## config.mk

```make
export PLATFORM = sky130hd
export DESIGN_NAME = spi_mode0_slave_shifter
export DESIGN_NICKNAME = d
export VERILOG_FILES = /design/src/design/spim0s_pkg.sv /design/src/design/spim0s_ram.sv /design/src/design/spim0s_queue.sv /design/src/design/spi_mode0_slave_shifter.sv
export SDC_FILE = /design/constraint.sdc
export NUM_CORES = 1
export LEC_CHECK = 0
export ABC_AREA = 0
export BUFFER_PORTS_ARGS = -buffer_cell sky130_fd_sc_hd__buf_2
export CAP_MARGIN = 0
export CORE_MARGIN = 2
export CORE_UTILIZATION = 40
export DETAILED_ROUTE_END_ITERATION = 7
export PLACE_DENSITY = 0.61
export SLEW_MARGIN = 15
export SYNTH_ARGS = -nofsm -noshare
export SYNTH_HDL_FRONTEND = slang
export SYNTH_HIERARCHICAL = 1
export SYNTH_SLANG_ARGS = --single-unit
export TNS_END_PERCENT = 10
```

## constraint.sdc

```tcl
create_clock -name clk_i -period 5.55 [get_ports clk_i]
set_input_delay 0.555 -clock clk_i [delete_from_list [all_inputs] [get_ports clk_i]]
set_output_delay 0.555 -clock clk_i [all_outputs]
set_load 0.01 [all_outputs]
```

## src/design/spim0s_pkg.sv

```systemverilog
// shared types and constants for the spi mode 0 slave shifter
package spim0s_pkg;

  localparam int unsigned ByteW         = 8;
  localparam int unsigned LevelW        = 5;
  localparam int unsigned QueueDepthDef = 16;
  localparam logic [ByteW-1:0] FillRst  = 8'hFF;

  // kind of an input transaction
  typedef enum logic {
    CmdSample = 1'b0,
    CmdPush   = 1'b1
  } cmd_e;

  // queue operations requested by one accepted transaction
  typedef struct packed {
    logic push;
    logic pop;
    logic flush;
  } q_ctrl_t;

endpackage

```

## src/design/spim0s_ram.sv

```systemverilog
// generic simple dual port ram, one write port, one registered read port
module spim0s_ram #(
  parameter int unsigned Width = 8,
  parameter int unsigned Depth = 16
) (
  input  logic                     clk_i,
  input  logic                     we_i,
  input  logic [$clog2(Depth)-1:0] waddr_i,
  input  logic [Width-1:0]         wdata_i,
  input  logic                     re_i,
  input  logic [$clog2(Depth)-1:0] raddr_i,
  output logic [Width-1:0]         rdata_o
);

  logic [Width-1:0] mem_q [Depth];
  logic [Width-1:0] rdata_q;

  always_ff @(posedge clk_i) begin
    if (we_i) begin
      mem_q[waddr_i] <= wdata_i;
    end
    if (re_i) begin
      rdata_q <= mem_q[raddr_i];
    end
  end

  assign rdata_o = rdata_q;

endmodule

```

## src/design/spim0s_queue.sv

```systemverilog
// response byte queue: ram storage, pointers, count and a prefetched head byte
module spim0s_queue #(
  parameter int unsigned QueueDepth = spim0s_pkg::QueueDepthDef
) (
  input  logic                                clk_i,
  input  logic                                rst_ni,
  input  spim0s_pkg::q_ctrl_t                 ctrl_i,
  input  logic [spim0s_pkg::ByteW-1:0]        push_data_i,
  output logic                                full_o,
  output logic [$clog2(QueueDepth+1)-1:0]     count_o,
  output logic [spim0s_pkg::ByteW-1:0]        front_o
);
  import spim0s_pkg::*;

  localparam int unsigned AddrW = $clog2(QueueDepth);
  localparam int unsigned CntW  = $clog2(QueueDepth + 1);

  logic [AddrW-1:0] head_q, head_d, head_nx;
  logic [AddrW-1:0] tail_q, tail_d, tail_nx;
  logic [CntW-1:0]  count_q, count_d;
  logic             pend_q;
  logic [ByteW-1:0] front_q, front_d;
  logic [ByteW-1:0] rdata;
  logic             push_ok;
  logic             empty;

  assign full_o  = (count_q == CntW'(QueueDepth));
  assign empty   = (count_q == '0);
  assign push_ok = ctrl_i.push && !full_o;

  assign head_nx = (head_q == AddrW'(QueueDepth - 1)) ? '0 : head_q + 1'b1;
  assign tail_nx = (tail_q == AddrW'(QueueDepth - 1)) ? '0 : tail_q + 1'b1;

  spim0s_ram #(
    .Width (ByteW),
    .Depth (QueueDepth)
  ) u_ram (
    .clk_i   (clk_i),
    .we_i    (push_ok),
    .waddr_i (tail_q),
    .wdata_i (push_data_i),
    .re_i    (ctrl_i.pop),
    .raddr_i (head_nx),
    .rdata_o (rdata)
  );

  always_comb begin
    head_d  = head_q;
    tail_d  = tail_q;
    count_d = count_q;
    if (ctrl_i.flush) begin
      head_d  = '0;
      tail_d  = '0;
      count_d = '0;
    end else if (push_ok) begin
      tail_d  = tail_nx;
      count_d = count_q + 1'b1;
    end else if (ctrl_i.pop) begin
      head_d  = head_nx;
      count_d = count_q - 1'b1;
    end
  end

  // a push into an empty queue lands in the head byte directly,
  // otherwise the head byte follows the read issued by the last pop
  always_comb begin
    front_d = front_q;
    if (push_ok && empty) begin
      front_d = push_data_i;
    end else if (pend_q) begin
      front_d = rdata;
    end
  end

  always_ff @(posedge clk_i or negedge rst_ni) begin
    if (!rst_ni) begin
      head_q  <= '0;
      tail_q  <= '0;
      count_q <= '0;
      pend_q  <= 1'b0;
    end else begin
      head_q  <= head_d;
      tail_q  <= tail_d;
      count_q <= count_d;
      pend_q  <= ctrl_i.pop;
    end
  end

  always_ff @(posedge clk_i) begin
    front_q <= front_d;
  end

  assign count_o = count_q;
  assign front_o = front_q;

endmodule

```

## src/design/spi_mode0_slave_shifter.sv

```systemverilog
// top level of the spi mode 0 slave shifter
// Spi mode 0 slave that works on sampled pin levels. Every input transaction is
// either a pin sample (cmd 0: sclk, mosi, active-low select) or a push of one
// response byte (cmd 1). Each input transaction yields exactly one output
// transaction carrying the miso level, a received byte flag and value, a filler
// flag, a dropped-push flag and the queue fill level. The block takes one
// transaction per clock cycle; results pass through the output register,
// and the input stalls only while that register holds a result whose consumer is
// stalling. Response bytes live in a ram of QueueDepth entries; the byte at the
// queue head is prefetched via the ram read register after each pop, which is in
// time because two pops are always at least two transactions apart. A push to a
// full queue is discarded and flagged. Falling select clears bit alignment, loads
// the fill byte and flushes the queue before the clock edge of the same sample is
// handled. The fill byte register is written through its own valid/ready port,
// which is always ready, and should only be written while the block is idle.
module spi_mode0_slave_shifter #(
  parameter int unsigned QueueDepth = spim0s_pkg::QueueDepthDef
) (
  input  logic                                clk_i,
  input  logic                                rst_ni,
  // fill byte register write
  input  logic                                cfg_valid_i,
  output logic                                cfg_ready_o,
  input  logic [spim0s_pkg::ByteW-1:0]        cfg_fill_byte_i,
  // input transactions
  input  logic                                in_valid_i,
  output logic                                in_stall_o,
  input  logic                                in_cmd_i,
  input  logic                                in_sclk_level_i,
  input  logic                                in_mosi_level_i,
  input  logic                                in_select_n_i,
  input  logic [spim0s_pkg::ByteW-1:0]        in_push_data_i,
  // output transactions
  output logic                                out_valid_o,
  input  logic                                out_stall_i,
  output logic                                out_miso_level_o,
  output logic                                out_rx_valid_o,
  output logic [spim0s_pkg::ByteW-1:0]        out_rx_data_o,
  output logic                                out_filler_used_o,
  output logic                                out_push_dropped_o,
  output logic [spim0s_pkg::LevelW-1:0]       out_queue_level_o
);
  import spim0s_pkg::*;

  localparam int unsigned CntW = $clog2(QueueDepth + 1);

  // configuration
  logic [ByteW-1:0] fill_q;

  // pin history and shifters
  logic             prev_sclk_q, prev_sclk_d;
  logic             prev_sel_n_q, prev_sel_n_d;
  logic [ByteW-1:0] rx_shift_q, rx_shift_d;
  logic [2:0]       rx_cnt_q, rx_cnt_d;
  logic [ByteW-1:0] tx_shift_q, tx_shift_d;
  logic [2:0]       tx_cnt_q, tx_cnt_d;
  logic             miso_q, miso_d;

  // output register
  logic             out_valid_q;
  logic             o_miso_q, o_rx_valid_q, o_filler_q, o_dropped_q;
  logic [ByteW-1:0] o_rx_data_q;
  logic [LevelW-1:0] o_level_q;

  // per-transaction decode
  logic             acc, is_pin, sel_fall, sclk_rise, sclk_fall;
  logic [2:0]       rx_cnt0, tx_cnt0;
  logic [ByteW-1:0] tx_sh0, tx_src;
  logic             boundary, rx_valid, filler, dropped;
  logic [ByteW-1:0] rx_data;
  logic [CntW-1:0]  level;
  logic [CntW+LevelW-1:0] level_ext;

  // queue interface
  q_ctrl_t          q_ctrl;
  logic             q_full;
  logic [CntW-1:0]  q_count;
  logic [ByteW-1:0] q_front;

  assign cfg_ready_o = 1'b1;

  // the input may advance whenever the output register is free or being drained
  assign in_stall_o = out_valid_q && out_stall_i;
  assign acc        = in_valid_i && !in_stall_o;

  assign is_pin    = (in_cmd_i == CmdSample);
  assign sel_fall  = is_pin && !in_select_n_i && prev_sel_n_q;
  assign sclk_rise = is_pin && in_sclk_level_i && !prev_sclk_q;
  assign sclk_fall = is_pin && !in_sclk_level_i && prev_sclk_q;

  // select falling is handled before the clock edge of the same sample
  assign rx_cnt0 = sel_fall ? 3'd0 : rx_cnt_q;
  assign tx_cnt0 = sel_fall ? 3'd0 : tx_cnt_q;
  assign tx_sh0  = sel_fall ? fill_q : tx_shift_q;

  assign boundary = sclk_fall && (tx_cnt0 == 3'd0);

  // a flushed queue is empty, so a pop never follows a select fall
  always_comb begin
    q_ctrl.flush = acc && sel_fall;
    q_ctrl.push  = acc && !is_pin;
    q_ctrl.pop   = acc && boundary && !sel_fall && (q_count != '0);
  end

  always_comb begin
    prev_sclk_d  = is_pin ? in_sclk_level_i : prev_sclk_q;
    prev_sel_n_d = is_pin ? in_select_n_i : prev_sel_n_q;

    // receive side, msb first on rising sclk
    rx_shift_d = rx_shift_q;
    rx_cnt_d   = rx_cnt0;
    rx_valid   = 1'b0;
    rx_data    = '0;
    if (sclk_rise) begin
      rx_shift_d = {rx_shift_q[ByteW-2:0], in_mosi_level_i};
      rx_cnt_d   = rx_cnt0 + 3'd1;
      if (rx_cnt_d == 3'd0) begin
        rx_valid = 1'b1;
        rx_data  = rx_shift_d;
      end
    end

    // transmit side, next bit on falling sclk, new byte at each boundary
    filler     = 1'b0;
    tx_src     = tx_sh0;
    tx_shift_d = tx_sh0;
    tx_cnt_d   = tx_cnt0;
    miso_d     = miso_q;
    if (sclk_fall) begin
      if (boundary) begin
        if (q_ctrl.pop) begin
          tx_src = q_front;
        end else begin
          tx_src = fill_q;
          filler = 1'b1;
        end
      end
      miso_d     = tx_src[ByteW-1];
      tx_shift_d = {tx_src[ByteW-2:0], 1'b0};
      tx_cnt_d   = tx_cnt0 + 3'd1;
    end

    dropped = !is_pin && q_full;

    // queue fill level after this transaction
    if (sel_fall) begin
      level = '0;
    end else if (!is_pin && !q_full) begin
      level = q_count + 1'b1;
    end else if (q_ctrl.pop) begin
      level = q_count - 1'b1;
    end else begin
      level = q_count;
    end
    level_ext = {{LevelW{1'b0}}, level};
  end

  spim0s_queue #(
    .QueueDepth (QueueDepth)
  ) u_queue (
    .clk_i       (clk_i),
    .rst_ni      (rst_ni),
    .ctrl_i      (q_ctrl),
    .push_data_i (in_push_data_i),
    .full_o      (q_full),
    .count_o     (q_count),
    .front_o     (q_front)
  );

  always_ff @(posedge clk_i or negedge rst_ni) begin
    if (!rst_ni) begin
      fill_q       <= FillRst;
      prev_sclk_q  <= 1'b0;
      prev_sel_n_q <= 1'b1;
      rx_shift_q   <= '0;
      rx_cnt_q     <= 3'd0;
      tx_shift_q   <= FillRst;
      tx_cnt_q     <= 3'd0;
      miso_q       <= 1'b1;
      out_valid_q  <= 1'b0;
    end else begin
      if (cfg_valid_i && cfg_ready_o) begin
        fill_q <= cfg_fill_byte_i;
      end
      if (acc) begin
        prev_sclk_q  <= prev_sclk_d;
        prev_sel_n_q <= prev_sel_n_d;
        rx_shift_q   <= rx_shift_d;
        rx_cnt_q     <= rx_cnt_d;
        tx_shift_q   <= tx_shift_d;
        tx_cnt_q     <= tx_cnt_d;
        miso_q       <= miso_d;
        out_valid_q  <= 1'b1;
      end else if (!out_stall_i) begin
        out_valid_q <= 1'b0;
      end
    end
  end

  // result payload, loaded with each accepted transaction
  always_ff @(posedge clk_i) begin
    if (acc) begin
      o_miso_q     <= miso_d;
      o_rx_valid_q <= rx_valid;
      o_rx_data_q  <= rx_data;
      o_filler_q   <= filler;
      o_dropped_q  <= dropped;
      o_level_q    <= level_ext[LevelW-1:0];
    end
  end

  assign out_valid_o        = out_valid_q;
  assign out_miso_level_o   = o_miso_q;
  assign out_rx_valid_o     = o_rx_valid_q;
  assign out_rx_data_o      = o_rx_data_q;
  assign out_filler_used_o  = o_filler_q;
  assign out_push_dropped_o = o_dropped_q;
  assign out_queue_level_o  = o_level_q;

endmodule

```

-- After elaboration in Yosys (flattened, before gate mapping)
Memories as Yosys holds them, arrays and structs flattened. A register that Yosys moved wholly into a read port is not among the register bits.
Cells that the tools add are included.
- reduce and logical (&&, ||, !) cells: 36
- bitwise operators: 1
- mux-type cells: 28
- add/sub/neg operators: 6
- equality and inequality tests: 5
- operators with widths (kind ; count):
    $mux 8 ; 6
    $mux 4 ; 7
    $mux 5 ; 4
    $logic_and 1x1->1 ; 18
    $mux 3 ; 4
    $reduce_and 2->1 ; 5
    $add 4x1->4 const B ; 2
    $eq 4x4->1 const B ; 2
    $mux 1 ; 7
    $add 3x1->3 const B ; 2
    $logic_not 1->1 ; 6
    $logic_not 3->1 ; 2
    $reduce_bool 2->1 ; 3
    $add 5x1->5 const B ; 1
    $eq 5x5->1 const B ; 1
    $logic_not 5->1 ; 1
    $reduce_bool 5->1 ; 1
    $sub 5x1->5 const B ; 1
    $ne 2x1->1 const B ; 1
    $ne 2x2->1 const B ; 1
    $not 1->1 ; 1
- RAM bits: 128
- flip-flop bits (word level): 72
- bits of input ports: 25
- logic and storage cells: 97
- memories: 1
- output and inout port bits: 20
- memory list (name ; words ; width ; rd ports ; clocked after memory_dff ; wr ports ; RTL line ; RTL):
    u_queue.u_ram.mem_q ; 16 ; 8 ; 1 ; 1 ; 1 ; spim0s_ram.sv:15 ; logic [Width-1:0] mem_q [Depth];

-- Longest topological paths before layout
- depth after elaboration: 12
- depth in mapped cells: 14

-- Hierarchy
Netlist, hierarchy kept.
- modules (own cells, without submodules) (module ; instances ; area an instance (sq um) ; seq. area each (sq um) ; cells an instance):
    spim0s_ram ; 1 ; 5227.5 ; 4083.9 ; 229
    spi_mode0_slave_shifter ; 1 ; 2711.4 ; 1358.8 ; 253
    spim0s_queue ; 1 ; 1173.6 ; 590.6 ; 105

-- Least setup slack after synthesis
No wires, ideal clock.
- kind: input port to flip-flop
- start: input in_valid_i
- end: memory u_queue.u_ram.mem_q[0][0] (enable)
- data arrival time: 3.260 ns
- setup time: 0.383 ns
- stages on the path: 8
- required time: 5.167 ns
- setup slack: 1.906 ns
- path buffers: 1
- cell sequence: a21bo_2 > inv_1 > clkbuf_1 > and2_1 > o21ai_4 > inv_2 > or3b_2 > nor3_1
- RTL lines (item ; RTL line ; RTL):
    from (decl) ; spi_mode0_slave_shifter.sv:26 ; input logic in_valid_i,
    to (decl) ; spim0s_ram.sv:15 ;

==> flow_summary_export.csv <==
group,metric,value,unit
status,status,"finished, final reports clean",
grt,grt_usage,15.24,%
clock_network,cts_buffers,22,
synthesis,synth-seq-area-share,66.21,%
detailed_routing,drc_errors,0,
worst_setup_path,r2r-start,"prev_sel_n_q$_DFFE_PN1P_",
worst_setup_path,crit_arrival,4.17,ns
clock_network,clock_latency,0.52,ns
final_layout,final_common_cell,"edfxtp_1",
synthesis,avgSynthCellArea,15.52,um^2
run,maxCapViolCount,0,
sta,hold_violations,0,
sta,timing.setup.tns,0,ns
worst_setup_path,crit_start,"prev_sel_n_q$_DFFE_PN1P_",
worst_setup_path,cp_cell_sequence,"or3b_4, nand2_1, ha_1, nand2b_1, nor3_2, nand2_2, inv_1, nand2_1, o21ai_1, nand2_1, mux2_2",
final_layout,nNetsFinal,675,
sta,post-route-period-util,68.30,%
final_layout,layout_common_cells,"edfxtp_1 (161), nand2_1 (44), buf_2 (42), nor2_1 (34), dfrtp_1 (29)",
clock_network,cts_tree,"yes",
power,powerDensity,422.4,nW/um^2
clock_network,cts_setup_buffers,0,
grt,grt_max_degree,48,
worst_setup_path,reg2regPathDepth,11,
clock_network,clock-sinks,208,
grt,gr-usage-met1,21.12,%
sta,worst_slack,1.759,ns
synthesis,synth_nets,625,
synthesis,syn_inst,587,
place,placed_cell_area,9603,um^2
detailed_routing,drt_wl_total,18120,um
worst_setup_path,path_max_fanout,21,
sta,slew_headroom,45.31,%
worst_setup_path,cpMostUsedCell,"nand2_1",
grt,grt_pass1_vias,5312,
place,numPortBuffers,43,
synthesis,synth-async-reset-ratio,22.60,%
synthesis,synth_cell_type_count,67,
sta,timing.final.crit_period,3.791,ns
detailed_routing,avgViaCountPerCell,5.520,
clock_network,clock_path_buffers,3,
final_layout,fillers,1968,
synthesis,syn_area,9112,um^2
clock_network,clk_pin_slew_worst_paths,0.06,ns
grt,grt.met2_usage,25.35,%
clock_network,hold_buffers,0,
clock_network,cts-resized-gates,0,
sta,setup-violations-final,0,
grt,antenna_found_initial,0,
synthesis,yosys_most_used_dff,"edfxtp_1",
worst_setup_path,r2r_end,"u_queue/head_q[2]$_DFFE_PN0P_",
grt,grt.busiest_layer,"met2",
worst_setup_path,rrSetupSlack,1.76,ns
final_layout,diodes,0,
die,fp.dieArea,24000,um^2
sta,fin_worst_skew,0.02428,ns
sta,fmaxAchievable,263.8,MHz
grt,grt_first_pass_wirelength,28850,um
synthesis,synth_top_cell_by_area,"edfxtp_1",
final_layout,drive_above_1_share,25.00,%
die,io_pins,45,
sta,tightest_slew,0.8173,ns
grt,gr-usage-met3,2.730,%
die,initial_utilization,40.49,%
synthesis,synth_area_leaders,"edfxtp_1 (53%), dfrtp_1 (8.0%), dfstp_2 (5.2%)",
final_layout,fin_cells,937,
synthesis,synth.top_cell.area_share,53.06,%
worst_setup_path,cpPeakStageDelay,0.56,ns
detailed_routing,drt_iter0_drc,394,
die,coreArea,22500,um^2
final_layout,area_delta_synth_final,12.95,%
power,leakagePower,0.003676,uW
final_layout,final_area,10290,um^2
place,pre_cts_slack,1.569,ns
min_path,min_path_type,"in2async",
detailed_routing,vias,5172,
place,place_congestion,0.8471,
power,peakVddDrop,0.3196,mV
die,rows,55,
sta,maxSlewViolCount,0,
worst_setup_path,required,5.93,ns
die,die_y,154.9,um
worst_setup_path,setup.worst_path.end,"u_queue/head_q[2]$_DFFE_PN0P_",
worst_setup_path,path_class,"reg2reg",
place,dp_hpwl,11950,um
synthesis,synth_edf_count,161,
synthesis,ys_warn_count,6,
synthesis,ys_seq_elements,208,
die,chipWidth,154.9,um
sta,rsz0062_at_grt,"no",
place,dp_cells,898,
grt,grt_overflow,0,
detailed_routing,ant_nets,0,
worst_setup_path,start_kind,"flip-flop",
clock_network,root_buffer,"clkbuf_16",
worst_setup_path,cp-end-kind,"flip-flop",
worst_setup_path,crit_path_top_delay_cell,"inv_1",
detailed_routing,drtPass1Iterations,5,
clock_network,htreeDepth,1,
detailed_routing,wl_per_cell,19.34,um
## sequential cells by signal, summed over array words and instances (netlist names), 3 cells and up
register               cells
u_queue/u_ram/mem_q      128
fill_q                     8
out_rx_data_o              8
tx_shift_q                 8
u_queue/front_o            8
u_queue/u_ram/rdata_o      8
rx_shift_q                 7
out_queue_level_o          5
u_queue/count_o            5
u_queue/head_q             4
u_queue/tail_q             4
rx_cnt_q                   3
tx_cnt_q                   3
## Yosys cell counts (all sizes together) (12+ instances only)
| master | count |
|---|---|
| edfxtp | 161 |
| nor2 | 35 |
| buf | 14 |
| a22oi | 18 |
| nand3 | 15 |
| ha | 12 |
| dfrtp | 29 |
| a21oi | 18 |
| nor3 | 12 |
| mux4 | 33 |
| inv | 13 |
| dfstp | 18 |
| mux2 | 26 |
| nand2 | 46 |
| o21ai | 15 |
| and2 | 12 |
## cell families after synthesis
group	after synthesis	share of synthesized area, %
buf+inv	39	2.389
xor+xnor	6	0.5767
fa+ha+maj	13	1.867
flops	208	66.21
compound gates	88	6.797
other cells	1	0.04115
simple gates	168	9.625
mux	64	12.49
## critical path: cells and delay by family, from the launching register on
kind                     cells  cell delay (ns)
buffers and inverters        1             0.56
AND/OR/NAND/NOR              7             1.61
flip-flops                   1             0.55
adder cells (fa/ha/maj)      1             0.23
AO/OA/AOI/OAI                1             0.42
multiplexers                 1             0.29
## worst min path at each step
stage	start	endpoint	slack (ns)	cells past startpoint
after floorplan	rst_ni	out_valid_o$_DFFE_PN0P_	0.26	0
after global placement	tx_shift_q[0]$_DFFE_PN1N_	tx_shift_q[0]$_DFFE_PN1N_	0.47	2
after detailed placement	tx_shift_q[0]$_DFFE_PN1N_	tx_shift_q[0]$_DFFE_PN1N_	0.47	2
after CTS	in_valid_i	out_valid_o$_DFFE_PN0P_	0.24	2
after global routing	rst_ni	u_queue/tail_q[1]$_DFFE_PN0P_	0.1	1
final	rst_ni	u_queue/tail_q[1]$_DFFE_PN0P_	0.06	1
## where the power goes
group | internal (uW) | switching (uW) | total [uW]
sequential | 1870 | 157 | 2030
clock | 801 | 571 | 1370
combinational | 428 | 519 | 947
total | 3100 | 1250 | 4350
## area by class of cell
type / count / area (um^2) / area share, %
sequential: 208 / 6033 / 58.62
multi-input combinational: 340 / 2887 / 28.05
clock buffer: 33 / 601.8 / 5.847
tap: 285 / 356.6 / 3.465
timing repair buffer: 52 / 285.3 / 2.772
clock inverter: 6 / 80.08 / 0.7780
inverter: 13 / 48.80 / 0.4741
## stage by stage
| stage | total power, uW | util (%) | hold slack [ns] |
|---|---|---|---|
| finish | 4347 | 45.74 | 0.05781 |
| global placement | 2965 | 42.67 | 0.4662 |
| global route | 4569 | 45.74 | 0.09900 |
| detailed placement | 3001 | 42.67 | 0.4699 |
| CTS | 4380 | 45.70 | 0.2431 |
| floorplan | 2735 | - | 0.2594 |
## layer usage
layer | up-vias | wire length (um)
li1 | 2382 | -
met1 | 2645 | 8165
met2 | 122 | 8898
met3 | 23 | 764
met4 | 0 | 294
met5 | - | 0
Note: power is estimated with default switching activity, not from simulation.
